### config.mk
export PLATFORM = sky130hd
export DESIGN_NAME = lrs_front
export DESIGN_NICKNAME = d
export VERILOG_FILES = /design/src/hw/rtl/lrs_pkg.sv /design/src/hw/rtl/lrs_front.sv
export SDC_FILE = /design/constraint.sdc
export NUM_CORES = 1
export LEC_CHECK = 0
export BUFFER_PORTS_ARGS = -buffer_cell sky130_fd_sc_hd__buf_2
export CORE_MARGIN = 5
export CORE_UTILIZATION = 49
export CTS_BUF_LIST = sky130_fd_sc_hd__clkbuf_4
export CTS_CLUSTER_SIZE = 25
export DETAILED_ROUTE_END_ITERATION = 10
export PLACE_DENSITY = 0.82
export SETUP_SLACK_MARGIN = 0.4
export SYNTH_ARGS = -nofsm -noshare
export SYNTH_HDL_FRONTEND = slang
export SYNTH_SLANG_ARGS = --single-unit
### constraint.sdc
create_clock -name clock -period 1.55 [get_ports clock]
set_input_delay 0.155 -clock clock [delete_from_list [all_inputs] [get_ports clock]]
set_output_delay 0.155 -clock clock [all_outputs]
set_load 0.01 [all_outputs]
### src/hw/rtl/lrs_pkg.sv
package lrs_pkg;

   localparam int MAX_VALUE  = 4096;
   localparam int TABLE_SIZE = MAX_VALUE + 2;
   localparam int LOG_SIZE   = 4 * MAX_VALUE;
   localparam int RUN_W      = 13;
   localparam int IDX_W      = $clog2(TABLE_SIZE);
   localparam int DEPTH_W    = $clog2(LOG_SIZE + 1);
   localparam int LOG_AW     = $clog2(LOG_SIZE);
   localparam int VALUE_W    = 13;

   typedef enum logic [1:0] {
      KIND_INSERT     = 2'd0,
      KIND_CHECKPOINT = 2'd1,
      KIND_ROLLBACK   = 2'd2,
      KIND_CLEAR      = 2'd3
   } kind_type;

   typedef struct packed {
      kind_type             kind;
      logic [VALUE_W-1:0]   value;
   } item_type;

   typedef struct packed {
      logic     valid;
      item_type item;
   } queue_head_type;

   typedef struct packed {
      logic               sel;    // 0 left table, 1 right table
      logic [IDX_W-1:0]   index;
      logic [RUN_W-1:0]   old;
   } log_entry_type;

endpackage

### src/hw/rtl/lrs_front.sv
module lrs_front
   import lrs_pkg::*;
(
   input  logic           clock,
   input  logic           reset,
   input  logic           in_valid,
   output logic           in_ready,
   input  logic [1:0]     in_kind,
   input  logic [VALUE_W-1:0] in_value,
   input  logic           hold,
   input  logic           pop,
   output queue_head_type head
);

   item_type   slot_ff [2];
   logic       wr_ptr_ff, wr_ptr_in;
   logic       rd_ptr_ff, rd_ptr_in;
   logic [1:0] count_ff, count_in;
   logic       push;
   item_type   item;

   always_comb begin
      item.kind  = kind_type'(in_kind);
      item.value = in_value;
   end

   assign in_ready = (count_ff != 2'd2) && !hold;
   assign push     = in_valid && in_ready;

   always_comb begin
      wr_ptr_in = wr_ptr_ff ^ push;
      rd_ptr_in = rd_ptr_ff ^ pop;
      count_in  = count_ff + {1'b0, push} - {1'b0, pop};
   end

   always_ff @(posedge clock) begin
      if (reset) begin
         wr_ptr_ff <= 1'b0;
         rd_ptr_ff <= 1'b0;
         count_ff  <= 2'd0;
      end else begin
         wr_ptr_ff <= wr_ptr_in;
         rd_ptr_ff <= rd_ptr_in;
         count_ff  <= count_in;
      end
   end

   always_ff @(posedge clock) begin
      if (push) slot_ff[wr_ptr_ff] <= item;
   end

   always_comb begin
      head.valid = (count_ff != 2'd0);
      head.item  = slot_ff[rd_ptr_ff];
   end

endmodule

* Yosys cells after proc, flatten, opt, wreduce, memory -nomap -nowiden
Memories as Yosys holds them, arrays and structs flattened. A register that Yosys moved wholly into a read port is not among the register bits.
Cells that the tools add are included.
** Word-level totals
- Output and inout bits :: 17
- Memories :: 1
- Register bits :: 4
- Input port bits :: 20
- RAM bits :: 30
** Memory list
- slot_ff :: depth 2, bits a word 15, read ports 1, clocked after Yosys merged registers in 1, wr ports 1, line lrs_front.sv:15 : item_type slot_ff [2];
** Cells by class
- Reductions and logical operators :: 4
- Bitwise gates (word level) :: 2
- Eq/ne operators :: 1
- Multiplexer cells :: 3
- Add/sub/neg operators :: 2
** Operator list (count)
- 1-bit 2-to-1 mux :: 3
- 2-bit by 1-bit adder with 2-bit output :: 1
- 1-bit logical AND :: 2
- 2-bit != test (second input constant) :: 1
- 2-bit nonzero test :: 1
- 2-bit by 1-bit subtractor with 2-bit output :: 1
- 1-bit bitwise XOR :: 2
- 1-bit zero test :: 1

* Longest topological paths before layout
- Depth after elaboration :: 5
- Mapped depth :: 7
- Depth with buffers taken out :: 7

* Worst setup path before layout
OpenSTA, ideal clock, no wires.
- Path kind :: register to register
- Start :: register count_ff[1]
- End :: memory slot_ff[1][0] (netlist name), enable pin
- Buffers on the path :: 0
- Stages on the path, launching flop included :: 4
- Library setup time :: 0.372 ns
- Required time :: 1.178 ns
- Slack :: 0.178 ns
- Data arrival time :: 1.000 ns
- Path through :: dfxtp_1 -> inv_1 -> o211a_1 -> ha_1
** Between the ends
- Word-level cells in the longest chain between the ends :: 5
** RTL lines
- start: declaration :: line lrs_front.sv:18 : logic [1:0] count_ff, count_in;
- start signal: assignment :: line lrs_front.sv:44 : count_ff <= count_in;
- 2-bit != test :: line lrs_front.sv:27 : assign in_ready = (count_ff != 2'd2) && !hold;
- 1-bit logical AND :: line lrs_front.sv:27
- 1-bit logical AND :: line lrs_front.sv:28 : assign push = in_valid && in_ready;
- 1-bit 2-to-1 mux :: line lrs_front.sv:49 : if (push) slot_ff[wr_ptr_ff] <= item;
- 1-bit 2-to-1 mux (implied by the code) :: line lrs_front.sv:49
- end: declaration :: line lrs_front.sv:15
Every way passes these cells.

==> flow_summary.yaml <==
sta:
  setup_tns_ns: 0
  max_freq_mhz: 698
  period_minus_slack_ns: 1.43
  fin_crit_sh: 0.925
  maxSlewHeadroom: 0.889
  drv_slew: 0
  fin_skew_ns: 0.00975
  tightest_slew_ns: 0.166
  setup_viol: 0
  rsz0062_at_grt: "true"
  hold_viol_final: 0
outcome:
  status: "completed"
setup_path:
  cp-endpoint: "head[9]"
  reg2reg_from: "count_ff[1]"
  cp-start-kind: "flop"
  reg2regPathDepth: 7
  r2r_slack_ns: 0.15
  max_stage_delay_ns: 0.38
  cp.required_ns: 1.39
  critPathBufInv: 2
  cp.depth: 3
  critPathTopFamily: "flip-flops"
  arrival_ns: 1.28
  crit_chain: "buf_6, mux2_4, buf_6"
  cp-end-kind: "output port"
  worstSetupPathType: "reg -> out"
  crit_start: "rd_ptr_ff"
  crit_path_frequent_cell: "buf_6"
  crit_path_top_delay_cell: "dfxtp_4"
  cp_max_fo: 5
  worstReg2RegEnd: "count_ff[1]"
drt:
  wl_per_cell_um: 16.1
  vias: 818
  drtPass1Iterations: 4
  detail_route.iter0.violations: 13
  drc_errors: 0
  detail_route.vias_per_cell: 5.02
  routed_wl_mm: 2.63
  drt.antenna.violating_nets: 0
global_routing:
  grt.total_usage: 0.137
  grt_pass1_vias: 835
  antenna_found_initial: 0
  grt_pass1_wl_mm: 3.99
  grt_max_degree: 11
  overflow: 0
finish:
  final_cells: 163
  syn2layout_area_growth_pct: 46.8
  seq_area_um2: 990
  drive_above_1_share: 0.621
  final_nets: 156
  diodes: 0
  fill_cells: 186
  multi_input_area_um2: 397
yosys:
  syn-num-nets: 94
  yosys_warnings: 0
  synth_compound_area_frac: 0.0166
  syn_area_per_cell_um2: 19.4
  synth_fa_ha_area_frac: 0.0368
  synthTopCellsByArea: "edfxtp_1, mux2_4, dfxtp_1"
  ys_seq_area_frac: 0.722
  synth-xor-area-share: 0.0230
  ys_types: 16
  netlist_instances: 70
  yosys.area.top_type: "edfxtp_1"
  synth_top_cell_area_share: 0.663
  synthFlopType: "edfxtp_1"
  synth_most_common_cell: "edfxtp_1"
  synthMuxAreaShare: 0.149
  synth_top_family_by_area: "multiplexers"
  async_reset_ff_frac: 0
  syn_area_mm2: 0.00136
  synth_edf_count: 30
  synth.ff_latch_count: 34
  yosys.area_share.simple: 0.0157
  synth_common_cells: "edfxtp_1, mux2_4, mux2_2, inv_1"
pwr:
  peakVddDrop_mv: 0.861
  powerDensity_mw_per_mm2: 1050
  p_leak_nw: 0.828
placement:
  place.gp.congestion: 0.689
  numPortBuffers: 36
  place_hpwl_mm: 1.58
  dpl.cell_count: 137
clocking:
  clkLatencyLatePin_ns: 0.32
  cts_made_buffers: 5
  cts.htree.levels: 2
  clock-sinks: 34
  clkTransAtPathRegs_ns: 0.09
  cts-root-buf: "clkbuf_4"
  cts_tree: "yes"
  clk_path_buf_depth: 2
die:
  initial_core_util: 0.501
  fp.coreArea_mm2: 0.00271
  io-pin-count: 37
  dieArea_mm2: 0.00393
  chipWidth_um: 62.7
  rows: 19
  chipHeight_um: 62.7
flow_run:
  cap_viol_max_count: 0
worst_hold_path:
  hold_class: "in -> reg"
==> worst min-delay path by stage <==
stage                      from            end  slack, ns  cells past startpoint
finish              in_value[9]  slot_ff[1][9]       0.02                      1
global route        in_value[3]  slot_ff[0][3]     0.0005                      1
CTS                 in_value[8]  slot_ff[0][8]      0.001                      1
detailed placement  in_value[1]  slot_ff[0][1]       0.35                      1
global placement    in_value[4]  slot_ff[0][4]       0.34                      1
floorplan                 reset    count_ff[1]       0.22                      1
==> where the power goes <==
part,internal (mW),leakage [nW],switching [mW]
Combinational,0.346,0.490,0.216
Sequential,1.07,0.309,0.0290
Clock,0.182,0.0292,0.252
==> routing by layer <==
| layer | routed length [um] | GRT usage | up-vias |
|---|---|---|---|
| met5 | 0 | 0 | - |
| li1 | - | - | 383 |
| met3 | 159 | 0.0576 | 6 |
| met1 | 974 | 0.141 | 400 |
| met2 | 1450 | 0.241 | 29 |
| met4 | 38 | 0.0557 | 0 |
==> cells in the final DEF (no fill, tap or decap) <==
master and instances:
edfxtp_1 30, buf_6 27, buf_2 20, mux2_4 15
clkbuf_4 6, dlygate4sd3_1 6, inv_1 4, buf_4 3
nor2_1 2, ha_1 2, ha_4 2, dfxtp_4 2
a21oi_2 1, inv_2 1, o211a_4 1, o211ai_1 1
nand2_4 1, nor2b_1 1, xnor2_1 1, nor2_2 1
xnor3_1 1, clkinv_1 1, dfxtp_2 1, buf_8 1
dfxtp_1 1
==> what timing repair did <==
item / in CTS / in global routing
hold endpoints to repair: 8 / 4
buffers inserted: 10 / 2
endpoints found under the setup margin: 48 / 50
cloned: 1 / 0
hold buffers: 4 / 2
gates resized for setup: 37 / 9
pin swaps: 1 / 2
==> layout make-up <==
type	count	area share
well taps	31	0.0194
clock inverters	1	0.00188
inverters	5	0.00941
repair buffers	57	0.252
multi-input cells	29	0.199
clock buffers	6	0.0226
flip-flops and latches	34	0.496
==> sequential cells by signal (all words and copies together), names as in the netlist <==
signal / count
slot_ff: 30
rd_ptr_ff: 1
wr_ptr_ff: 1
count_ff: 2
==> cells by family after synthesis <==
| kind of cell | after synthesis |
|---|---|
| compound gates | 3 |
| mux | 15 |
| xor+xnor | 2 |
| fa+ha+maj | 4 |
| simple gates | 5 |
| buf+inv | 7 |
| flops | 34 |
==> metrics by stage <==
step	area, um2	worst slack (ns)	util	hold slack [ns]	power, mW
final	1990	0.116	0.736	0.0222	2.09
after floorplan	1390	0.281	-	0.220	1.34
after detailed placement	1590	0.164	0.586	0.349	1.45
after global placement	1590	0.274	0.586	0.344	1.43
after global routing	1990	0.0586	0.736	0.000535	2.20
after CTS	1930	0.0903	0.711	0.00128	2.06
Note: power is estimated with default switching activity, not from simulation.
